[src/sv/gpd_pkg.sv]
`timescale 1ns / 1ps

package gpd_pkg;

  localparam int MAX_COLS_DEF    = 1024;
  localparam int MAX_ROWS_DEF    = 1024;
  localparam int PIXEL_BITS_DEF  = 16;
  localparam int QUEUE_DEPTH_DEF = 4;

  localparam int CFG_BITS       = 11;
  localparam int CFG_INDEX_BITS = 1;
  localparam int COORD_BITS     = 10;

  typedef enum logic [CFG_INDEX_BITS-1:0] {
    REG_FRAME_ROWS = 1'b0,
    REG_FRAME_COLS = 1'b1
  } cfg_reg_t;

  // decisions made for one pixel word, reported in this order
  localparam int HIT_UP   = 0;  // pixel above the one just taken
  localparam int HIT_LEFT = 1;  // last row, pixel to the left
  localparam int HIT_HERE = 2;  // last row, last column, the pixel itself
  localparam int HIT_BITS = 3;

  typedef logic [HIT_BITS-1:0] hits_t;

  typedef struct packed {
    logic [COORD_BITS-1:0] row;
    logic [COORD_BITS-1:0] col;
    hits_t                 hits;
  } entry_t;

endpackage

[src/sv/gpd_peak_if.sv]
`timescale 1ns / 1ps

interface gpd_peak_if;
  logic                            valid;
  logic                            ready;
  logic [gpd_pkg::COORD_BITS-1:0]  peak_row;
  logic [gpd_pkg::COORD_BITS-1:0]  peak_col;
  logic                            last_of_run;

  modport source (output valid, output peak_row, output peak_col, output last_of_run,
                  input ready);
  modport sink   (input valid, input peak_row, input peak_col, input last_of_run,
                  output ready);
endinterface

[src/sv/gpd_back.sv]
`timescale 1ns / 1ps

module gpd_back (
  input  logic            clk,
  input  logic            rst,
  input  gpd_pkg::entry_t head,
  input  logic            empty,
  output logic            pop,
  gpd_peak_if.source      peaks
);

  logic [gpd_pkg::COORD_BITS-1:0] w_row;
  logic [gpd_pkg::COORD_BITS-1:0] w_col;
  gpd_pkg::hits_t                 w_hits;
  gpd_pkg::hits_t                 sel;
  gpd_pkg::hits_t                 rest;
  logic                           emit;
  logic [gpd_pkg::COORD_BITS-1:0] sel_row;
  logic [gpd_pkg::COORD_BITS-1:0] sel_col;

  // lowest pending decision goes first
  assign sel  = w_hits & (~w_hits + gpd_pkg::hits_t'(1));
  assign rest = w_hits & ~sel;
  assign emit = (w_hits != '0) && (!peaks.valid || peaks.ready);
  assign pop  = !empty && ((w_hits == '0) || (emit && rest == '0));

  always_comb begin
    sel_row = w_row;
    sel_col = w_col;
    if (sel[gpd_pkg::HIT_UP]) begin
      sel_row = w_row - gpd_pkg::COORD_BITS'(1);
    end else if (sel[gpd_pkg::HIT_LEFT]) begin
      sel_col = w_col - gpd_pkg::COORD_BITS'(1);
    end
  end

  always_ff @(posedge clk) begin
    if (rst) begin
      w_hits      <= '0;
      peaks.valid <= 1'b0;
    end else begin
      if (pop) begin
        w_hits <= head.hits;
      end else if (emit) begin
        w_hits <= rest;
      end
      if (emit) begin
        peaks.valid <= 1'b1;
      end else if (peaks.ready) begin
        peaks.valid <= 1'b0;
      end
    end
  end

  always_ff @(posedge clk) begin
    if (pop) begin
      w_row <= head.row;
      w_col <= head.col;
    end
    if (emit) begin
      peaks.peak_row    <= sel_row;
      peaks.peak_col    <= sel_col;
      peaks.last_of_run <= (rest == '0);
    end
  end

endmodule

[src/flat_wrapper.sv]
// flat-port wrapper written by rule: the top's interface ports become plain ports
module gpd_back_flat 
  (clk, rst, head, empty, pop, peaks_valid, peaks_peak_row, peaks_peak_col, peaks_last_of_run, peaks_ready);
  gpd_peak_if peaks_i ();
  input  logic clk;
  input  logic rst;
  input  gpd_pkg::entry_t head;
  input  logic empty;
  output logic pop;
  output wire logic [$bits(peaks_i.valid)-1:0] peaks_valid;
  output wire logic [$bits(peaks_i.peak_row)-1:0] peaks_peak_row;
  output wire logic [$bits(peaks_i.peak_col)-1:0] peaks_peak_col;
  output wire logic [$bits(peaks_i.last_of_run)-1:0] peaks_last_of_run;
  input wire logic [$bits(peaks_i.ready)-1:0] peaks_ready;
  assign peaks_valid = peaks_i.valid;
  assign peaks_peak_row = peaks_i.peak_row;
  assign peaks_peak_col = peaks_i.peak_col;
  assign peaks_last_of_run = peaks_i.last_of_run;
  assign peaks_i.ready = peaks_ready;
  gpd_back u_core (.clk(clk), .rst(rst), .head(head), .empty(empty), .pop(pop), .peaks(peaks_i));
endmodule
[config.mk]
export PLATFORM = sky130hd
export DESIGN_NAME = gpd_back_flat
export DESIGN_NICKNAME = d
export VERILOG_FILES = /design/src/sv/gpd_pkg.sv /design/src/sv/gpd_peak_if.sv /design/src/sv/gpd_back.sv /design/src/flat_wrapper.sv
export SDC_FILE = /design/constraint.sdc
export NUM_CORES = 1
export LEC_CHECK = 0
export BUFFER_PORTS_ARGS = -buffer_cell sky130_fd_sc_hd__buf_2
export CAP_MARGIN = 5
export CORE_ASPECT_RATIO = 0.7
export CORE_MARGIN = 4
export CORE_UTILIZATION = 42
export CTS_CLUSTER_SIZE = 30
export DETAILED_ROUTE_END_ITERATION = 8
export PLACE_DENSITY = 0.69
export REMOVE_ABC_BUFFERS = 1
export SLEW_MARGIN = 30
export SYNTH_ARGS = -nofsm -noshare
export SYNTH_HDL_FRONTEND = slang
export SYNTH_SLANG_ARGS = --single-unit
[constraint.sdc]
create_clock -name clk -period 2.9 [get_ports clk]
set_input_delay 0.29 -clock clk [delete_from_list [all_inputs] [get_ports clk]]
set_output_delay 0.29 -clock clk [all_outputs]
set_load 0.05 [all_outputs]
==> impl.org, run 1 <==
** Status
- Status :: finished, final reports clean

** Drt
- WL final :: just over 3000 um
- For this run, the detailed router's first-pass iteration total came to 4.
- First-iteration detailed-routing DRC count :: 42
- After detailed routing, the number of remaining DRC violations is 0.
- The detail route stage leaves a number of antenna-violating nets equal to 0.
- Vias :: 1151
- In the routed layout, each cell is associated on average with a via count of 4.88.
- Final routed wire length divided by cell count :: 12.9 um

** Finish
- The finished layout holds around 240 standard cells, fillers aside.
- The net count of the finished layout is 213.
- The post-route netlist has 34.8% of its cells at a drive strength greater than 1.
- Diode count :: 0
- Synth-to-Final Area Change :: 22.8%

** Power and ir drop
- Total net switching power :: 403 uW
- Power Dens Cells :: between 600 and 700 nW/um2
- Summed over all cells, the static leakage comes to ~0.87 nW.
- Reg power frac :: between 50% and 60%
- In this run, the combinational gates consume 16.0% of the power.
- Across the VDD grid, the largest voltage drop is 326 uV.
- Net switching is approximately 27% of the power.
- The share of total power dissipated in the clock network is 29.9%.
- Internal power component :: about 1.1 mW

** Timing
- Setup repair after global routing left no endpoint under its margin.
- The worst pin sits at a relative slew slack of 49.9%.
- Transition time at the pin with the least slew margin :: 0.750 ns
- Setup violators final :: 0
- The clock arrives with 0.00360 ns of skew.
- Final hold slack :: 0.161 ns
- Setup_tns :: 0 ns
- Final critical delay including setup and external delays :: between 2 and 2.5 ns
- Fmax :: 428 MHz
- The worst path uses 80.5% of the clock period.
- The number of failing hold endpoints at the final stage is 0.
- Slew Limit Fails :: 0

** Placed design
- Routability-driven placement finished with a final weighted congestion of between 0.8 and 0.9.
- Summed over all nets, the half-perimeter wirelength after detailed placement is ~2300 um.
- Input/output buffers :: 49
- Counting tap cells, the placed design contains a total of between 200 and 250 instances.

** Logic synthesis
- Async S/R FF share, synth :: 0%
- Seq cells post-synth :: 45
- Count of synthesis-stage warnings from yosys :: 0
- Each instance of the synthesized netlist takes up on average 14.2 um2.
- The synthesized netlist devotes 8.53% of its cell area to XOR and XNOR gates.
- Number of enable flip-flop cells after synthesis :: between 40 and 50
- Top_reg_cell synth :: sky130_fd_sc_hd__edfxtp_1
- Multiplexer cells account for 0.542% of the synthesized area.
- Largest family of logic cells by synthesized area :: simple AND/OR/NAND/NOR gates
- Summing every instance area after synthesis gives around 1800 um2.
- Summing the areas of all fa, ha and maj instances in the mapped netlist gives ~1.4% of the synthesized area.
- Part of the Yosys area used for sequential elements :: 71.0%
- Unique masters post-synth :: 29
- Summing the areas of all compound-gate instances in the mapped netlist gives 4.33% of the synthesized area.
- The synthesized netlist devotes 12.7% of its cell area to simple gates.
- Synthesis handed over a netlist of 130 instances.

** Clock tree
- Buffers added to address setup during post-CTS repair amount to 0.
- The clock tree synthesis step divided the H-tree into 2 levels.
- The clock passes through at most 2 buffers.
- In this run the clock root is driven by a sky130_fd_sc_hd__clkbuf_8.
- CTS tree :: yes
- Buffers inserted during clock tree synthesis total 5.
- After clock tree synthesis, the repair step resized 0 gates.
- After clock tree synthesis, the clock-pin slew on the worst setup and hold paths is ~0.080 ns.
- The clock drives 45 sinks.
- Insertion delay of the later-clocked pin in the worst-skew pair :: about 0.3 ns
- Number of buffers inserted by hold repair at cts :: 0

** Setup path
- For the worst flop-to-flop path, the logic depth is 4.
- The setup check on the worst reg-to-reg path leaves a slack of 0.85 ns.
- The startpoint identified for the worst register-to-register timing path is u_core.w_hits[0].
- Data on the critical path is required at its endpoint by 2.61 ns.
- The worst setup path is captured at an output port.
- Type of the worst setup path :: flip-flop to output port
- Critical Path AT :: between 2 and 2.5 ns
- The worst setup path is launched from a flip-flop.
- The endpoint identified for the worst register-to-register timing path is u_core.peaks.peak_row[7].
- CP Max Fanout :: 21

** Floorplanning
- The die covers 5540 um2.
- In this run the vertical extent of the chip is 63.5 um.
- For this design the top-level I/O count stands at 50.
- Rows :: 19
- For this configuration, the core starts out at a cell density of 45.2%.
- The floorplan step set the die width to 87.3 um.
- The core region is 4090 um2.

** Worst hold path
- Classification of the worst-slack hold path :: input pin to flip-flop
- Hold path startpoint :: head[22]
- Worst min-delay path endpoint :: u_core.w_row[9]
- Worst hold path stage count :: 1

** Job
- Max-cap violations in this run came to 0.

** Global routing
- The number of global-route vias before repair was 1182.
- Global routing used 12.3% of the available tracks across all layers.
- After global routing the overflow that remains totals 0.
- Antenna violations before repair :: 0
- Global-route wire length before repair :: 5210 um
- Largest net degree at the start of global routing :: 22
## worst max-delay path by stage
| stage | endpoint | slack [ns] | depth (start not counted) | start |
|---|---|---|---|---|
| after floorplan | u_core.w_col[0] | -0.96 | 3 | u_core.peaks.valid |
| after global placement | pop | 0.94 | 7 | peaks_ready |
| after detailed placement | pop | 0.87 | 7 | peaks_ready |
| after CTS | pop | 0.59 | 6 | u_core.peaks.valid |
| after global routing | pop | 0.40 | 6 | u_core.peaks.valid |
| final | pop | 0.56 | 6 | u_core.peaks.valid |
## through the flow
stage               power [mW]  utilization, %  cell area, um2  setup WS, ns
floorplan                0.995               -            1830        -0.964
global placement          1.06            53.0            2170         0.938
detailed placement        1.06            53.0            2170         0.865
CTS                       1.51            55.5            2270         0.587
global route              1.56            55.5            2270         0.395
finish                    1.49            55.5            2270         0.564
## area by class of cell
type	instances	area (um2)
Inverter	4	15.0
Multi-Input combinational cell	77	514
Fill cell	344	1820
Tap cell	52	65.1
Clock inverter	2	35.0
Sequential cell	45	1310
Timing Repair Buffer	51	260
Clock buffer	5	68.8
## flip-flops by register name, summed over array words and instances (netlist names)
| signal | count |
|---|---|
| u_core.peaks.last_of_run | 1 |
| u_core.peaks.peak_col | 10 |
| u_core.peaks.peak_row | 10 |
| u_core.w_row | 10 |
| u_core.w_col | 10 |
| u_core.peaks.valid | 1 |
| u_core.w_hits | 3 |
## kinds of logic (layout without fill, tap and decap cells)
family	Yosys count	count (layout)
adder cells (fa/ha/maj)	2	2
XOR/XNOR	18	18
flip-flops	45	45
buffers and inverters	8	62
AO/OA/AOI/OAI	14	14
multiplexers	1	1
AND/OR/NAND/NOR	42	42
## cells in the final DEF, fill, tap and decap left out, drive strengths merged, types with 2 or more instances in the layout
cell / count
dfxtp: 4
nand3b: 3
clkbuf: 5
or4: 2
xnor2: 9
o21ai: 4
nor2b: 4
nor3: 8
inv: 4
edfxtp: 41
xor2: 9
nor2: 11
a21oi: 6
nor4: 2
buf: 51
ha: 2
nand2: 6
## power groups by stage
| stage | combinational, mW | clock, mW | sequential [mW] |
|---|---|---|---|
| floorplan | 0.0637 | 0 | 0.931 |
| global placement | 0.238 | 0 | 0.821 |
| detailed placement | 0.241 | 0 | 0.823 |
| CTS | 0.241 | 0.458 | 0.808 |
| global route | 0.256 | 0.488 | 0.816 |
| finish | 0.239 | 0.447 | 0.808 |
## cell usage after synthesis (2+ instances only)
cell	n	area share, %
sky130_fd_sc_hd__xnor2_1	9	4.3
sky130_fd_sc_hd__nor3_2	2	1.1
sky130_fd_sc_hd__edfxtp_1	41	67
sky130_fd_sc_hd__nor3_1	6	1.6
sky130_fd_sc_hd__inv_1	4	0.81
sky130_fd_sc_hd__xor2_1	9	4.3
sky130_fd_sc_hd__nor2_1	11	2.2
sky130_fd_sc_hd__o21ai_0	4	1.1
sky130_fd_sc_hd__nand2_1	6	1.2
sky130_fd_sc_hd__clkbuf_1	4	0.81
sky130_fd_sc_hd__ha_1	2	1.4
sky130_fd_sc_hd__dfxtp_1	4	4.3
sky130_fd_sc_hd__nand3b_1	3	1.2
sky130_fd_sc_hd__nor2b_1	4	1.4
sky130_fd_sc_hd__nor4_1	2	0.68
sky130_fd_sc_hd__a21oi_1	6	1.6
## worst max-delay path, cell delays in order (launching register included)
cell                      delay (ns)
sky130_fd_sc_hd__dfxtp_1        0.33
sky130_fd_sc_hd__nor2b_1        0.61
sky130_fd_sc_hd__a21oi_1        0.16
sky130_fd_sc_hd__nor2_1         0.14
sky130_fd_sc_hd__nor3_2         0.06
sky130_fd_sc_hd__buf_4          0.21
sky130_fd_sc_hd__buf_2          0.24
## routing by layer
metal,wire [um],vias to the layer above,track usage (%)
met4,55,0,4.60
li1,-,575,-
met1,1160,537,12.1
met2,1580,34,22.5
met5,0,-,0
met3,240,5,5.34
(Power assumes the default switching activity.)
==> run 2, diff against run 1 <==
--- a/config.mk
+++ b/config.mk
@@ -5,6 +5,7 @@
 export SDC_FILE = /design/constraint.sdc
 export NUM_CORES = 1
 export LEC_CHECK = 0
+export ABC_AREA = 1
 export BUFFER_PORTS_ARGS = -buffer_cell sky130_fd_sc_hd__buf_2
 export CAP_MARGIN = 5
 export CORE_ASPECT_RATIO = 0.7
@@ -12,7 +13,7 @@
 export CORE_UTILIZATION = 42
 export CTS_CLUSTER_SIZE = 30
 export DETAILED_ROUTE_END_ITERATION = 8
-export PLACE_DENSITY = 0.69
+export PLACE_DENSITY = 0.66
 export REMOVE_ABC_BUFFERS = 1
 export SLEW_MARGIN = 30
 export SYNTH_ARGS = -nofsm -noshare
==> constraint.sdc (replaced) <==
create_clock -name clk -period 2.26 [get_ports clk]
set_input_delay 0.226 -clock clk [delete_from_list [all_inputs] [get_ports clk]]
set_output_delay 0.226 -clock clk [all_outputs]
set_load 0.05 [all_outputs]
==> run 2 against run 1 <==
Effect of this change:
- via count increased by 6.3%
- power increased by 34%
- critical path depth decreased by 2
- core utilization decreased by 1.7 points
- highest routed layer unchanged
- die area increased by 4.3%
- routed wire length increased by 2.7%
- flip-flop and latch count unchanged
- critical path type unchanged
==> impl.org, run 2 <==
** Setup path
- Critical Path AT :: 1.69 ns (was 2.05 ns)
- The worst flop-to-flop path endpoint is u_core.peaks.peak_col[3] (was u_core.peaks.peak_row[7]).
- WP data required :: 2.03 ns (was 2.61 ns)
- CP Max Fanout :: 9 (was 21)
- The sort of element at the end of the critical path is an output port (unchanged).
- Type of the worst setup path :: flip-flop to output port (unchanged)
- The critical path startpoint category is a flip-flop (unchanged).
- The standard cell with the maximum stage delay on the critical path is sky130_fd_sc_hd__dfxtp_1 (was sky130_fd_sc_hd__nor2b_1).
- The critical register-to-register path startpoint is u_core.w_hits[0] (unchanged).
- Cells along the critical path :: o21ai_1, nand3_2, a21oi_4, buf_2 (was nor2b_1, a21oi_1, nor2_1, nor3_2, buf_4, buf_2)
- The cell family with the largest share of critical-path delay was compound AO/OA/AOI/OAI gates (was simple AND/OR/NAND/NOR gates).
- The delay of the slowest critical-path stage is 0.46 ns (was 0.61 ns).
- Buf/Inv on CP :: 1 (was 2)
- The worst reg-to-reg setup slack came to 0.56 ns (was 0.85 ns).
- The depth of the most critical reg-to-reg path was 5 (was 4).

** Finish
- Most used cells in the layout excluding fill and tap cells: 49 x sky130_fd_sc_hd__buf_2, 41 x sky130_fd_sc_hd__edfxtp_1, 27 x sky130_fd_sc_hd__nand2_1 (was 49 x sky130_fd_sc_hd__buf_2, 41 x sky130_fd_sc_hd__edfxtp_1, 10 x sky130_fd_sc_hd__nor2_1).
- Fraction of final layout cells sized beyond drive strength 1 :: 32.9% (was 34.8%)
- The layout overhead on the synthesized area is 22.3% (was 22.8%).
- Post-layout utilization of the core :: 53.8% (was 55.5%)
- The total inserted antenna cells is 0 (unchanged).
- The most common library cell in the layout ignoring fill and taps was sky130_fd_sc_hd__buf_2 (unchanged).
- The number of nets in the finished design was 241 (was 213).

** Floorplanning
- Die Wd :: 89.2 um (was 87.3 um)
- Floorplan core area :: 4400 um2 (was 4090 um2)
- The starting utilization of the core area was 44.0% (was 45.2%).
- The number of cell rows is 20 (was 19).
- Die outline height :: 64.8 um (was 63.5 um)
- The number of top-level design ports came to 50 (unchanged).
- Area of the die :: 5780 um2 (was 5540 um2)

** Timing
- Unrepaired setup endpoints after global routing: no (unchanged).
- Static timing analysis puts the maximum clock frequency at ~520 MHz.
- Portion of the clock cycle consumed by the worst path in the final layout :: 84.8%
- Counting I/O delays and the setup requirement, the final critical path takes 1.92 ns.
- The total negative slack for setup checks is 0 ns (unchanged).
- Slew Limit Fails :: 0 (unchanged)
- Clock tree skew after final layout :: 0.0105 ns (was 0.00360 ns)
- Tightest slew margin relative to the limit :: 68.3% (was 49.9%)
- Transition time at the pin with the least slew margin :: 0.474 ns (was 0.750 ns)
- The minimum setup slack in the final design is 0.343 ns (was 0.564 ns).
- The final setup violation count was 0 (unchanged).
- Hold violation total from the final report :: 0 (unchanged)
- The final worst hold slack was 0.109 ns (was 0.161 ns).

** Logic synthesis
- Cell count after synthesis :: 154 (was 130)
- The count of flip-flops with a built-in enable after synthesis came to 41 (unchanged).
- The cell taking the most area after synthesis is sky130_fd_sc_hd__edfxtp_1 (unchanged).
- Top_reg_cell synth :: sky130_fd_sc_hd__edfxtp_1 (unchanged)
- Post-Syn Area :: 1940 um2 (was 1850 um2)
- The warning count from the yosys run came to 0 (unchanged).
- The fraction of synthesis flops using an asynchronous set or reset pin came to 0% (unchanged).
- The number of library cell types mapped by synthesis came to 24 (was 29).
- The most numerous cell in the Yosys netlist is sky130_fd_sc_hd__edfxtp_1 (unchanged).
- Synth top area cells :: sky130_fd_sc_hd__edfxtp_1 64%, sky130_fd_sc_hd__nand2_1 5.2%, sky130_fd_sc_hd__xor2_1 5.0% (was sky130_fd_sc_hd__edfxtp_1 67%, sky130_fd_sc_hd__dfxtp_1 4.3%, sky130_fd_sc_hd__xnor2_1 4.3%)
- List of most frequent post-synthesis cells :: 41 x sky130_fd_sc_hd__edfxtp_1, 27 x sky130_fd_sc_hd__nand2_1, 19 x sky130_fd_sc_hd__inv_1 (was 41 x sky130_fd_sc_hd__edfxtp_1, 11 x sky130_fd_sc_hd__nor2_1, 9 x sky130_fd_sc_hd__xnor2_1, 9 x sky130_fd_sc_hd__xor2_1)
- The top-area cell type share of the netlist area is 63.6% (was 66.6%).
- Seq cells post-synth :: 45 (unchanged)
- The share of synthesized area occupied by flip-flops and latches came to 67.7% (was 71.0%).
- The synthesized area per cell was 12.6 um2 (was 14.2 um2).

** Global routing
- The initial antenna violation count came to 0 (unchanged).
- The number of global-route vias before repair was 1107 (was 1182).
- Largest net degree at the start of global routing :: 22 (unchanged)
- The global router's overall resource usage was 11.7% (was 12.3%).
- Global-route wire length before repair :: 5060 um (was 5210 um)
- Aggregate global routing overflow :: 0 (unchanged)

** Clock tree
- The clock insertion delay at the later pin of the skew report is 0.29 ns (was 0.30 ns).
- The number of setup buffers added after CTS is 0 (unchanged).
- Clock root buffer :: sky130_fd_sc_hd__clkbuf_8 (unchanged)
- The number of buffers created by CTS was 5 (unchanged).
- Clock transition at path regs :: 0.08 ns (about the same)
- Cells resized by post-CTS repair :: 0 (unchanged)
- Worst-case clock buffer depth :: 2 (unchanged)
- CTS tree :: yes (unchanged)
- Number of sinks handled by clock tree synthesis :: 45 (unchanged)
- The number of levels the H-tree was split into came to 2 (unchanged).
- Number of buffers inserted by hold repair at cts :: 0 (unchanged)

** Power and ir drop
- The peak supply drop is 400 uV (was 326 uV).
- Power Dens Cells :: 844 nW/um2 (was 658 nW/um2)
- The leakage power came to 1.04 nW (was 0.866 nW).

** Placed design
- The detailed-placement wirelength estimate came to 2440 um (was 2310 um).
- The global placement routability congestion came to 0.799 (was 0.809).
- The count of input and output buffers was 49 (unchanged).
- The worst setup timing slack at the placement stage was 0.539 ns (was 0.865 ns).

** Status
- Status :: finished, final reports clean (unchanged)

** Drt
- The count of unresolved DRC violations after routing came to 0 (unchanged).
- First-iteration detailed-routing DRC count :: 50 (was 42)
- The total detailed-routing wirelength came to 3120 um (was 3030 um).
- The average wire length per cell after detail routing was 11.6 um (was 12.9 um).
- The number of vias per cell was 4.56 (was 4.88).
- The number of nets with antenna violations after routing is 0 (unchanged).
- The number of detailed-routing iterations run before antenna repair is 4 (unchanged).
- Vias :: 1223 (was 1151)

** Worst hold path
- Hold path startpoint :: head[17] (was head[22])
- Classification of the worst-slack hold path :: input pin to flip-flop (unchanged)
- The end of the worst hold path is u_core.w_row[4] (was u_core.w_row[9]).
- Worst hold path stage count :: 1 (unchanged)

** Job
- The total of max-cap violations was 0 (unchanged).
==> run 2: cell count changes in the layout (fill, tap and decap cells not counted), sizes merged, moves of 5 or more <==
| cell | previous run | this run |
|---|---|---|
| inv | 4 | 22 |
| nand2 | 6 | 28 |
| nand3 | 1 | 11 |
| nor3 | 8 | 3 |
| xnor2 | 9 | 3 |
==> run 2: how the worst max path moves through the flow <==
stage	start	cells after the start	end
final	u_core.w_hits[0]	4	pop
after global routing	u_core.w_hits[0]	4	pop
after CTS	u_core.w_hits[0]	4	pop
after detailed placement	u_core.w_hits[0]	5	u_core.peaks.peak_col[4]
after global placement	u_core.w_hits[0]	5	u_core.peaks.peak_col[7]
after floorplan	u_core.peaks.valid	3	u_core.w_col[0]
==> run 2: cell families (layout without fill, tap and decap cells) <==
kind of cell / Yosys count / after routing / synth area share, %
AO/OA/AOI/OAI: 10 / 10 / 3.75
buffers and inverters: 23 / 82 / 4.84
flip-flops: 45 / 45 / 67.7
AND/OR/NAND/NOR: 60 / 60 / 16.1
XOR/XNOR: 14 / 14 / 6.33
adder cells (fa/ha/maj): 2 / 2 / 1.29
==> run 2: per-stage QoR <==
step	total power, mW	instances	cell area (um2)
floorplan	1.35	153	1930
global placement	1.45	260	2260
detailed placement	1.46	260	2260
CTS	2.03	268	2370
global route	2.10	268	2370
finish	2.00	268	2370
==> run 2: final cells by class <==
cell class / instances / area (um2)
Clock inverter: 2 / 33.8
Clock buffer: 6 / 72.6
Timing Repair Buffer: 52 / 268
Tap cell: 55 / 68.8
Sequential cell: 45 / 1310
Fill cell: 386 / 2040
Multi-Input combinational cell: 86 / 532
Inverter: 22 / 82.6
==> run 2: power by group <==
group | switching [mW] | leakage (nW) | total, mW | internal, mW
sequential | 0.0378 | 0.426 | 1.05 | 1.01
clock | 0.239 | 0.0528 | 0.565 | 0.326
combinational | 0.291 | 0.564 | 0.385 | 0.0940
==> run 2: metal layers <==
metal / track usage, % / share of wire, %
met5: 0 / 0
met4: 3.35 / 0.93
met3: 4.32 / 7.5
met2: 17.5 / 45
met1: 16.1 / 46
