--- src/sv/gpd_pkg.sv ---
`timescale 1ns / 1ps

package gpd_pkg;

  localparam int MAX_COLS_DEF    = 1024;
  localparam int MAX_ROWS_DEF    = 1024;
  localparam int PIXEL_BITS_DEF  = 16;
  localparam int QUEUE_DEPTH_DEF = 4;

  localparam int CFG_BITS       = 11;
  localparam int CFG_INDEX_BITS = 1;
  localparam int COORD_BITS     = 10;

  typedef enum logic [CFG_INDEX_BITS-1:0] {
    REG_FRAME_ROWS = 1'b0,
    REG_FRAME_COLS = 1'b1
  } cfg_reg_t;

  // decisions made for one pixel word, reported in this order
  localparam int HIT_UP   = 0;  // pixel above the one just taken
  localparam int HIT_LEFT = 1;  // last row, pixel to the left
  localparam int HIT_HERE = 2;  // last row, last column, the pixel itself
  localparam int HIT_BITS = 3;

  typedef logic [HIT_BITS-1:0] hits_t;

  typedef struct packed {
    logic [COORD_BITS-1:0] row;
    logic [COORD_BITS-1:0] col;
    hits_t                 hits;
  } entry_t;

endpackage

--- src/sv/gpd_queue.sv ---
`timescale 1ns / 1ps

module gpd_queue #(
  parameter int DEPTH = gpd_pkg::QUEUE_DEPTH_DEF
) (
  input  logic            clk,
  input  logic            rst,
  input  logic            push,
  input  gpd_pkg::entry_t push_entry,
  output logic            full,
  input  logic            pop,
  output gpd_pkg::entry_t head,
  output logic            empty
);

  localparam int PW = (DEPTH > 1) ? $clog2(DEPTH) : 1;
  localparam int NW = $clog2(DEPTH + 1);

  gpd_pkg::entry_t slots [DEPTH];
  logic [PW-1:0]   wr_ptr;
  logic [PW-1:0]   rd_ptr;
  logic [NW-1:0]   fill;

  assign full  = (fill == NW'(DEPTH));
  assign empty = (fill == '0);
  assign head  = slots[rd_ptr];

  always_ff @(posedge clk) begin
    if (rst) begin
      wr_ptr <= '0;
      rd_ptr <= '0;
      fill   <= '0;
    end else begin
      if (push) begin
        wr_ptr <= (wr_ptr == PW'(DEPTH - 1)) ? '0 : wr_ptr + PW'(1);
      end
      if (pop) begin
        rd_ptr <= (rd_ptr == PW'(DEPTH - 1)) ? '0 : rd_ptr + PW'(1);
      end
      if (push && !pop) begin
        fill <= fill + NW'(1);
      end else if (pop && !push) begin
        fill <= fill - NW'(1);
      end
    end
  end

  always_ff @(posedge clk) begin
    if (push) begin
      slots[wr_ptr] <= push_entry;
    end
  end

endmodule

--- config.mk ---
export PLATFORM = sky130hd
export DESIGN_NAME = gpd_queue
export DESIGN_NICKNAME = d
export VERILOG_FILES = /design/src/sv/gpd_pkg.sv /design/src/sv/gpd_queue.sv
export SDC_FILE = /design/constraint.sdc
export NUM_CORES = 1
export LEC_CHECK = 0
export ABC_AREA = 1
export CAP_MARGIN = 15
export CORE_MARGIN = 3
export CORE_UTILIZATION = 70
export CTS_BUF_LIST = sky130_fd_sc_hd__clkbuf_4 sky130_fd_sc_hd__clkbuf_8
export CTS_CLUSTER_SIZE = 40
export DETAILED_ROUTE_END_ITERATION = 12
export DONT_BUFFER_PORTS = 1
export GPL_TIMING_DRIVEN = 1
export PLACE_DENSITY_LB_ADDON = 0.15
export SETUP_SLACK_MARGIN = 0.4
export SLEW_MARGIN = 20
export SYNTH_ARGS = -nofsm -noshare
export SYNTH_HDL_FRONTEND = slang
export SYNTH_SLANG_ARGS = --single-unit
--- constraint.sdc ---
create_clock -name clk -period 3.8 [get_ports clk]
set_clock_uncertainty 0.15 [all_clocks]
set_input_delay 0 -clock clk [delete_from_list [all_inputs] [get_ports clk]]
set_output_delay 0 -clock clk [all_outputs]
set_load 0.05 [all_outputs]
==> flow_metrics.py, run 1 <==
metrics = {
    "power": {
        "max-vdd-ir-drop_mv": 0.3840,
        "power.share.sequential": 0.535,
        "switchingPower_mw": 0.6511,
        "p_int_mw": 1.782,
        "switching_share": 0.2677,
        "comb_power_share": 0.138,
        "power_density_nw_per_um2": 550.5,
        "pwr-share-clk": 0.328,
        "p_leak_nw": 1.554,
    },
    "logic_synthesis": {
        "synth_area_um2": 3890,
        "syn_nets": 315,
        "yosysTopAreaCell": "edfxtp_1",
        "yosysWarnings": 0,
        "ys_seq_area_frac": 0.7565,
        "synth.distinct_cells": 21,
        "synth-seq-cells": 101,
        "synth.area.top_cells": "edfxtp_1 71%, nor2_1 5.2%, dfxtp_1 4.6%",
        "netlist_instances": 281,
        "avgSynthCellArea_um2": 13.84,
        "synth_top_cell_area_share": 0.7102,
    },
    "floorplan": {
        "chipHeight_um": 80.55,
        "dieArea_um2": 6488,
        "fp.dieW_um": 80.55,
        "start_util": 0.7427,
        "rows": 26,
        "core_um2": 5238,
        "io_pins": 52,
    },
    "clock_tree": {
        "cts-buffers-inserted": 9,
        "cts_max_level": 3,
        "cts_root_buffer": "clkbuf_8",
        "clk_latency_ns": 0.36,
        "path_clk_slew_ns": 0.09,
        "ctsLongestPathBuffers": 2,
        "cts_tree": "yes",
        "clock_sinks": 101,
    },
    "finish": {
        "drive_gt1_frac": 0.06984,
        "diodes": 0,
        "syn_to_final_growth_pct": 13.61,
        "nets": 344,
    },
    "grt": {
        "grt_remaining_overflow": 0,
        "grt_max_degree": 48,
        "grt_pass1_vias": 2212,
        "grt_pass1_wl_um": 11130,
        "grtUsageTotal": 0.2373,
        "antenna_found_initial": 0,
    },
    "critical_path": {
        "crit_type": "reg2out",
        "cp.required_ns": 3.65,
        "slowest_stage": "o22ai_1",
        "cp_max_fo": 24,
        "max_stage_delay_ns": 0.86,
        "cpLargestDelayFamily": "compound AO/OA/AOI/OAI gates",
        "path_buf_inv": 1,
        "arrival_ns": 2.46,
        "worstSetupStartpointType": "register",
        "cp-end-kind": "output port",
        "cp_cell_sequence": "inv_2 > o21ai_0 > o22ai_1",
    },
    "timing": {
        "drv_slew": 0,
        "finalCriticalPeriod_ns": 2.613,
        "max_freq_mhz": 382.7,
        "timing.hold.ws_ns": 0.1906,
        "rsz0062_at_grt": "false",
        "slew_headroom": 0.2505,
        "setup_tns_ns": 0,
        "final-hold-violation-count": 0,
        "fin_crit_sh": 0.6876,
        "worst_pin_slew_ns": 1.141,
        "setup_viol_count_final": 0,
    },
    "route": {
        "firstDrtPassIters": 4,
        "drtAntennaViolNets": 0,
        "vias": 2260,
        "vias_per_cell": 5.870,
        "detail_route.wl_per_cell_um": 18.38,
        "drtIter0Drc": 222,
        "wl_um": 7078,
        "drcViolationCount": 0,
    },
    "min_path": {
        "hold_path.class": "in2reg",
    },
    "place": {
        "gp_congestion": 0.7343,
        "hpwlAfterDp_um": 3674,
        "numPortBuffers": 0,
    },
    "run_status": {
        "outcome": "finished clean",
    },
    "run": {
        "maxCapViolations": 0,
    },
}
-- synth_stat cells --
| cell | number |
|---|---|
| buf_4 | 2 |
| inv_1 | 14 |
| nor2_1 | 54 |
| o21ai_1 | 19 |
| clkbuf_2 | 1 |
| a21oi_1 | 3 |
| buf_6 | 6 |
| nand3_1 | 1 |
| inv_2 | 1 |
| o22ai_1 | 23 |
| xor2_1 | 1 |
| edfxtp_1 | 92 |
| buf_2 | 4 |
| nand4_1 | 1 |
| nor3_1 | 4 |
| fa_1 | 1 |
| o21ai_0 | 30 |
| nand2_1 | 8 |
| dfxtp_1 | 9 |
| inv_8 | 1 |
| ha_1 | 6 |
-- stage by stage --
| step | cells | cell area (µm²) | total power [mW] | utilization | setup WS (ns) |
|---|---|---|---|---|---|
| floorplan | 281 | 3890 | 1.586 | - | 2.205 |
| global placement | 341 | 3894 | 1.617 | 0.7434 | 1.628 |
| detailed placement | 341 | 3894 | 1.625 | 0.7434 | 1.578 |
| CTS | 385 | 4419 | 2.431 | 0.8438 | 1.158 |
| global route | 385 | 4419 | 2.524 | 0.8438 | 1.024 |
| finish | 385 | 4419 | 2.433 | 0.8438 | 1.187 |
-- timing repair --
item | 4_1_cts | 5_1_grt
hold buffers | 28 | 0
buffers inserted | 0 | 0
endpoints found under the hold margin | 101 | 0
gates resized for setup | 0 | 0
-- logic make-up (layout without fill, tap and decap cells) --
logic type | count (synthesis) | in the layout | synth area share
compound gates | 75 | 75 | 0.1039
xor+xnor | 1 | 1 | 0.002252
fa+ha+maj | 7 | 7 | 0.02444
buf+inv | 29 | 63 | 0.04503
flops | 101 | 101 | 0.7565
simple gates | 68 | 68 | 0.06787
-- worst register-to-register path: stages (launching register included) --
cell	delay [ns]
dfxtp_1	0.43
ha_1	0.20
nand2_1	0.05
inv_1	0.72
-- final timing paths --
| check | depth (start not counted) | end | from | slack (ns) |
|---|---|---|---|---|
| max | 3 | head[5] | register | 1.19 |
| min | 1 | slots[2][8] | push_entry[8] | 0.19 |
| max reg2reg | 3 | slots[3][17] | wr_ptr[0] | 1.86 |
| min reg2reg | 2 | wr_ptr[1] | wr_ptr[1] | 0.40 |
-- power groups by stage --
stage               Clock (mW)  Combinational, mW  Sequential, mW
floorplan                    0              0.281            1.31
global placement             0              0.293            1.32
detailed placement           0              0.299            1.33
CTS                      0.796              0.335            1.30
global route             0.858              0.359            1.31
finish                   0.797              0.335            1.30
-- layout make-up --
cell class | instances | area [µm²]
Sequential cell | 101 | 2944
Fill cell | 261 | 818.3
Multi-Input combinational cell | 151 | 772.0
Timing Repair Buffer | 31 | 302.8
Clock buffer | 9 | 123.9
Clock inverter | 7 | 121.4
Tap cell | 70 | 87.58
Inverter | 16 | 67.56
-- metal layers --
layer,wire (µm),global-route usage
met1,2650,0.2822
met2,3731,0.4164
met3,598,0.06502
met4,97,0.08108
met5,0,0
-- state kept, by name (all words and copies together), names as in the netlist, named ones only --
signal and cells:
fill 3, slots 92, wr_ptr 2, rd_ptr 2
-- cell usage in the layout (no fill, tap or decap), types with 2 or more instances in the layout --
cell,netlist,final
edfxtp_1,92,92
clkbuf_8,0,9
ha_1,6,6
dfxtp_1,9,8
nor2_1,54,54
inv_1,14,14
dlygate4sd3_1,0,28
inv_6,0,2
buf_4,2,3
o21ai_1,19,19
nor3_1,4,4
bufinv_16,0,3
o22ai_1,23,23
a21oi_1,3,3
o21ai_0,30,30
nand2_1,8,8
Note: power is estimated with default switching activity, not from simulation.
==> run 2: changes to the inputs <==
--- a/config.mk
+++ b/config.mk
@@ -8,7 +8,7 @@
 export ABC_AREA = 1
 export CAP_MARGIN = 15
 export CORE_MARGIN = 3
-export CORE_UTILIZATION = 70
+export CORE_UTILIZATION = 59
 export CTS_BUF_LIST = sky130_fd_sc_hd__clkbuf_4 sky130_fd_sc_hd__clkbuf_8
 export CTS_CLUSTER_SIZE = 40
 export DETAILED_ROUTE_END_ITERATION = 12
==> constraint.sdc (replaced) <==
create_clock -name clk -period 2.16 [get_ports clk]
set_clock_uncertainty 0.15 [all_clocks]
set_input_delay 0 -clock clk [delete_from_list [all_inputs] [get_ports clk]]
set_output_delay 0 -clock clk [all_outputs]
set_load 0.05 [all_outputs]
==> run 2 against run 1 <==
  * Clock power up 74%
  * Sequential share of layout area down 4.2 points
  * Die area up 17%
  * Combinational power up 120%
  * Critical path depth up 1
  * Cell count up 11%
  * Worst setup slack worse by 0.74 ns
  * First-iteration DRC count down 6.3%
  * Critical endpoint unchanged
==> flow_metrics.py, run 2 (synthesis gave the netlist of run 1 again) <==
metrics = {
    "finish": {
        "drive_gt1_frac": 0.1681,
        "final_common_cell": "edfxtp_1",
        "largestRegisters": "slots x92, fill x3",
        "diodes": 0,
        "fillCellCount": 392,
        "nets": 380,
        "largest_reg_flops": 92,
        "layout_common_cells": "92 x edfxtp_1, 54 x nor2_1, 35 x buf_4",
        "final_cell_area_um2": 4726,
        "top_register": "slots",
        "syn_to_final_growth_pct": 21.49,
    },
    "grt": {
        "top_usage_layer": "met2",
        "grt_max_degree": 47,
        "grtUsageMet1": 0.2574,
        "grtUsageTotal": 0.2110,
        "grt_pass1_wl_um": 11720,
        "antenna_found_initial": 0,
        "grt_remaining_overflow": 0,
        "grt_pass1_vias": 2380,
        "use_met3": 0.05014,
        "use_met2": 0.3609,
    },
    "clock_tree": {
        "cts_max_level": 3,
        "cts-buffers-inserted": 9,
        "ctsLongestPathBuffers": 2,
        "clk_latency_ns": 0.35,
        "path_clk_slew_ns": 0.09,
        "cts_root_buffer": "clkbuf_8",
        "clock_sinks": 101,
        "cts_tree": "yes",
    },
    "place": {
        "placed_area_um2": 4138,
        "numPortBuffers": 0,
        "hpwlAfterDp_um": 4181,
        "gp_congestion": 0.7304,
    },
    "timing": {
        "slew_headroom": 0.7608,
        "rsz0062_at_grt": "false",
        "finalCriticalPeriod_ns": 1.714,
        "timing.hold.ws_ns": 0.01063,
        "fin_crit_sh": 0.7935,
        "final-hold-violation-count": 0,
        "drv_slew": 0,
        "max_freq_mhz": 583.5,
        "worst_pin_slew_ns": 0.3589,
        "setup_viol_count_final": 0,
        "setup_tns_ns": 0,
    },
    "route": {
        "drtIter0Drc": 208,
        "detail_route.wl_per_cell_um": 17.87,
        "wl_um": 7614,
        "drtAntennaViolNets": 0,
        "firstDrtPassIters": 4,
        "vias_per_cell": 5.716,
        "drcViolationCount": 0,
        "vias": 2435,
    },
    "critical_path": {
        "cp.required_ns": 2.01,
        "worstSetupStartpointType": "register",
        "cp_max_fo": 46,
        "cp-end-kind": "output port",
        "crit_type": "reg2out",
        "arrival_ns": 1.56,
    },
    "floorplan": {
        "rows": 28,
        "chipHeight_um": 87.20,
        "dieArea_um2": 7604,
        "fp.dieW_um": 87.20,
        "start_util": 0.6309,
        "core_um2": 6166,
        "io_pins": 52,
    },
    "power": {
        "max-vdd-ir-drop_mv": 0.5317,
        "p_leak_nw": 1.736,
        "power_density_nw_per_um2": 930.6,
    },
    "run": {
        "maxCapViolations": 0,
    },
    "min_path": {
        "hold_path.class": "in2reg",
    },
    "run_status": {
        "outcome": "finished clean",
    },
}
==> run 2: cell count changes in the layout (fill, tap and decap cells not counted), sizes merged <==
cell and change:
buf +36, clkbuf +1, clkinv -1, clkinvlp +1
inv -1
==> run 2: per-stage QoR <==
stage / power [mW] / cells / worst slack [ns] / util
2_1_floorplan: 2.791 / 281 / 0.5650 / -
3_3_place_gp: 2.955 / 376 / 0.5325 / 0.6711
3_5_place_dp: 2.967 / 376 / 0.5070 / 0.6711
4_1_cts: 4.390 / 421 / 0.4039 / 0.7585
5_1_grt: 4.577 / 426 / 0.3870 / 0.7664
6_report: 4.398 / 426 / 0.4461 / 0.7664
==> run 2: area by class of cell <==
type / instances / area, µm² / area share
clock buffer: 10 / 131.4 / 0.02780
clock inverter: 6 / 111.4 / 0.02356
inverter: 16 / 70.07 / 0.01483
multi-input combinational: 151 / 772.0 / 0.1634
sequential: 101 / 2950 / 0.6243
tap: 75 / 93.84 / 0.01986
timing repair buffer: 67 / 596.8 / 0.1263
==> run 2: final timing paths <==
kind              startpoint      endpoint  slack [ns]  cells past startpoint
setup / recovery    register       head[5]        0.45                      4
hold / removal          push  slots[2][10]        0.01                      3
setup reg to reg   rd_ptr[0]      register        0.53                      5
hold reg to reg    wr_ptr[1]     wr_ptr[1]        0.40                      2
==> run 2: report_power, final <==
group	leakage, nW	total (mW)	internal (mW)	switching [mW]
logic	0.695	0.740	0.233	0.507
registers	0.921	2.26	2.22	0.0398
clock network	0.120	1.39	0.785	0.609
total	1.74	4.40	3.24	1.16
==> run 2: timing repair <==
| item | in CTS | in global routing |
|---|---|---|
| buffers inserted | 1 | 5 |
| gates resized for setup | 4 | 5 |
| endpoints found under the setup margin | 23 | 15 |
| hold buffers | 28 | 0 |
| pin swaps | 0 | 1 |
| gates cloned | 0 | 0 |
| hold endpoints to repair | 115 | 0 |
==> run 2: layer usage <==
metal	part of all wire	wire (µm)	vias up
li1	-	-	1156
met1	0.41	3118	1202
met2	0.52	3975	68
met3	0.054	409	9
met4	0.015	111	0
met5	0	0	-
==> run 2: critical path, cell delays in order, from the launching register on <==
cell	delay (ns)
dfxtp_4	0.40
inv_8	0.22
o21ai_0	0.14
o22ai_1	0.20
buf_4	0.25
==> run 3: changes to the inputs <==
--- a/config.mk
+++ b/config.mk
@@ -8,7 +8,7 @@
 export ABC_AREA = 1
 export CAP_MARGIN = 15
 export CORE_MARGIN = 3
-export CORE_UTILIZATION = 59
+export CORE_UTILIZATION = 65
 export CTS_BUF_LIST = sky130_fd_sc_hd__clkbuf_4 sky130_fd_sc_hd__clkbuf_8
 export CTS_CLUSTER_SIZE = 40
 export DETAILED_ROUTE_END_ITERATION = 12
==> constraint.sdc (replaced) <==
create_clock -name clk -period 1.7 [get_ports clk]
set_clock_uncertainty 0.15 [all_clocks]
set_input_delay 0 -clock clk [delete_from_list [all_inputs] [get_ports clk]]
set_output_delay 0 -clock clk [all_outputs]
set_load 0.05 [all_outputs]
==> run 3 against run 2 <==
  * The flow now stops in global routing (5_1_grt)
  * Synthesized cell count unchanged
  * Synthesized area unchanged
==> flow_metrics.py, run 3 <==
metrics = {
    "run_status": {
        "outcome": "did not finish",
        "lastStage": "global routing (5_1_grt)",
        "stop_error": "[ERROR DPL-0038] Utilization greater than 100%, impossible to legalize",
    },
    "clock_tree": {
        "clock_sinks": 101,
        "ctsLongestPathBuffers": 2,
        "cts_max_level": 3,
        "cts_root_buffer": "clkbuf_8",
        "cts-buffers-inserted": 9,
    },
    "logic_synthesis": {
        "yosysTopAreaCell": "edfxtp_1",
        "synth.area.top_cells": "edfxtp_1 71%, nor2_1 5.2%, dfxtp_1 4.6%",
        "synth_area_um2": 3890,
        "synth.distinct_cells": 21,
        "yosys.area_share.simple": 0.06787,
        "synth_edf_count": 92,
        "synth_compound_area_frac": 0.1039,
        "synthAdderAreaFrac": 0.02445,
        "synth_top_family_by_area": "compound AO/OA/AOI/OAI gates",
        "ys.flop_type": "edfxtp_1",
        "synth.most_common_cell": "edfxtp_1",
        "muxShareOfSynthArea": 0,
        "avgSynthCellArea_um2": 13.84,
        "synth-seq-cells": 101,
        "ys_top_cells_by_count": "92 x edfxtp_1, 54 x nor2_1, 30 x o21ai_0",
        "ys_seq_area_frac": 0.7565,
        "synth_top_cell_area_share": 0.7102,
        "yosysWarnings": 0,
        "netlist_instances": 281,
        "syn_nets": 315,
        "synth_xor_area_frac": 0.002252,
        "async_flop_share": 0,
    },
    "floorplan": {
        "start_util": 0.6895,
        "rows": 27,
        "chipHeight_um": 83.36,
        "fp.dieW_um": 83.36,
        "io_pins": 52,
    },
    "grt": {
        "grt_max_degree": 24,
    },
    "place": {
        "numPortBuffers": 0,
        "hpwlAfterDp_um": 4933,
        "gp_congestion": 0.7992,
        "place_ws_ns": 0.1796,
        "post-place-cells": 353,
    },
    "timing": {
        "worstEpCategory": "primary output",
        "postGrtWorstEndpoint": "head[2]",
    },
}
==> run 3: cell counts after synthesis <==
No cell type changed its count.
==> run 3: logic make-up after synthesis <==
family | count (synthesis)
AND/OR/NAND/NOR | 68
XOR/XNOR | 1
flip-flops | 101
AO/OA/AOI/OAI | 75
adder cells (fa/ha/maj) | 7
buffers and inverters | 29
==> run 3: through the flow <==
stage	cell area (µm²)	hold WS [ns]
2_1_floorplan	4274	-0.08730
3_3_place_gp	4393	-0.07835
3_5_place_dp	4393	-0.07515
4_1_cts	5345	0.1840
==> run 3: repair_timing <==
action,in CTS
resized for setup,94
hold endpoints to repair,176
pin swaps,25
gates cloned,5
setup buffers,15
setup endpoints to repair,117
hold buffers,26
==> run 4: changes to the inputs <==
--- a/config.mk
+++ b/config.mk
@@ -8,14 +8,11 @@
 export ABC_AREA = 1
 export CAP_MARGIN = 15
 export CORE_MARGIN = 3
-export CORE_UTILIZATION = 65
-export CTS_BUF_LIST = sky130_fd_sc_hd__clkbuf_4 sky130_fd_sc_hd__clkbuf_8
-export CTS_CLUSTER_SIZE = 40
+export CORE_UTILIZATION = 40
 export DETAILED_ROUTE_END_ITERATION = 12
 export DONT_BUFFER_PORTS = 1
 export GPL_TIMING_DRIVEN = 1
 export PLACE_DENSITY_LB_ADDON = 0.15
-export SETUP_SLACK_MARGIN = 0.4
 export SLEW_MARGIN = 20
 export SYNTH_ARGS = -nofsm -noshare
 export SYNTH_HDL_FRONTEND = slang
==> run 4 against run 3 <==
  * The run now ends clean
==> flow_metrics.py, run 4 (synthesis gave the netlist of run 1 again) <==
metrics = {
    "run_status": {
        "outcome": "finished clean",
    },
    "power": {
        "p_leak_nw": 1.707,
        "power_density_nw_per_um2": 1101,
        "max-vdd-ir-drop_mv": 0.5201,
        "total_power_mw": 5.249,
    },
    "finish": {
        "stdcell_count": 475,
        "largestRegisters": "slots x92, fill x3",
        "final_cell_area_um2": 4766,
        "final_common_cell": "edfxtp_1",
        "layout_common_cells": "92 x edfxtp_1, 54 x nor2_1, 28 x o21ai_0",
        "diodes": 0,
        "drive_gt1_frac": 0.1618,
        "largest_reg_flops": 92,
        "nets": 375,
        "syn_to_final_growth_pct": 22.52,
        "top_register": "slots",
    },
    "clock_tree": {
        "cts_tree": "yes",
        "cts_root_buffer": "clkbuf_8",
        "cts-buffers-inserted": 9,
        "ctsLongestPathBuffers": 2,
        "path_clk_slew_ns": 0.08,
        "post_cts_buffers": 0,
        "cts_max_level": 3,
        "clk_latency_ns": 0.34,
        "clock_sinks": 101,
    },
    "route": {
        "vias": 2331,
        "drtIter0Drc": 95,
        "detail_route.wl_per_cell_um": 15.53,
        "wl_um": 7375,
        "drtAntennaViolNets": 0,
        "firstDrtPassIters": 5,
        "vias_per_cell": 4.907,
        "drcViolationCount": 0,
    },
    "place": {
        "hpwlAfterDp_um": 4333,
        "gp_congestion": 0.6665,
        "place_ws_ns": 0.2774,
        "post-place-cells": 431,
        "placed_area_um2": 4255,
        "numPortBuffers": 0,
    },
    "min_path": {
        "min_from": "push",
        "hold_depth": 3,
        "hold_path.class": "in2reg",
        "holdPathEnd": "wr_ptr[1]",
    },
    "critical_path": {
        "cp_cell_sequence": "buf_6 > o21ai_0 > o22ai_1 > buf_4",
        "regToRegEndpoint": "wr_ptr[0]",
        "path_buf_inv": 2,
        "cp-end-kind": "output port",
        "rr_worst_depth": 5,
        "worstSetupStartpointType": "register",
        "cp.required_ns": 1.55,
        "reg2reg_slack_ns": 0.12,
        "reg2reg_from": "wr_ptr[0]",
        "max_stage_delay_ns": 0.43,
        "crit_type": "reg2out",
        "cp_max_fo": 11,
        "slowest_stage": "dfxtp_4",
        "arrival_ns": 1.54,
        "cpLargestDelayFamily": "flip-flops",
    },
    "floorplan": {
        "start_util": 0.4170,
        "fp.dieW_um": 104.6,
        "rows": 35,
        "dieArea_um2": 10940,
        "chipHeight_um": 104.6,
        "core_um2": 9328,
        "io_pins": 52,
    },
    "grt": {
        "grt_pass1_vias": 2393,
        "antenna_found_initial": 0,
        "grt_pass1_wl_um": 12210,
        "grt_remaining_overflow": 0,
        "grt_max_degree": 47,
        "grtUsageTotal": 0.1429,
    },
    "timing": {
        "fin_crit_sh": 0.9949,
        "max_freq_mhz": 591.2,
        "setup_viol_count_final": 0,
        "worst_slack_ns": 0.008634,
        "finalCriticalPeriod_ns": 1.691,
        "worst_pin_slew_ns": 0.2547,
        "slew_headroom": 0.8302,
        "drv_slew": 0,
        "rsz0062_at_grt": "true",
        "setup_tns_ns": 0,
        "final-hold-violation-count": 0,
    },
    "run": {
        "maxCapViolations": 0,
    },
}
[run 4: worst reg2reg max path: stages (launching register included)]
cell	delay (ns)
dfxtp_4	0.38
ha_2	0.19
nor3_2	0.05
a21oi_1	0.12
nor2_1	0.05
dlygate4sd3_1	0.55
[run 4: cell type report]
class                   count  area (µm²)
well taps                 129       161.4
multi-input cells         151       784.5
clock buffers              13       138.9
clock inverters             3       40.04
fillers                   828        4562
inverters                  16       77.57
flip-flops and latches    101        2953
repair buffers             62       610.6
[run 4: layer usage]
layer  global-route usage  part of all wire
met1               0.1825              0.46
met2               0.2385              0.50
met5                    0                 0
met3              0.03274             0.033
met4              0.05342             0.013
[run 4: stage by stage]
step                hold slack, ns    util
floorplan                 -0.07762       -
global placement          -0.07689  0.4562
detailed placement        -0.07463  0.4562
CTS                         0.1806  0.5069
global route                0.1347  0.5109
finish                     0.07160  0.5109
[run 4: worst max-delay path by stage]
stage                          end  slack (ns)  cells past startpoint
after floorplan            head[0]        0.11                      4
after global placement    head[14]        0.28                      4
after detailed placement  head[14]        0.28                      4
after CTS                 head[20]      -0.005                      4
after global routing       head[7]       -0.08                      4
final                     head[14]       0.009                      4
[run 4: power by group]
part | total, mW | leakage (nW) | internal (mW) | switching (mW)
Sequential | 2.88 | 0.922 | 2.83 | 0.0494
Combinational | 0.950 | 0.694 | 0.309 | 0.641
Clock | 1.42 | 0.0914 | 0.680 | 0.744
[run 4: repair_timing]
action,CTS,global route
pin swaps,0,3
setup endpoints to repair,12,18
hold buffers,28,0
endpoints found under the hold margin,193,0
resized for setup,5,15
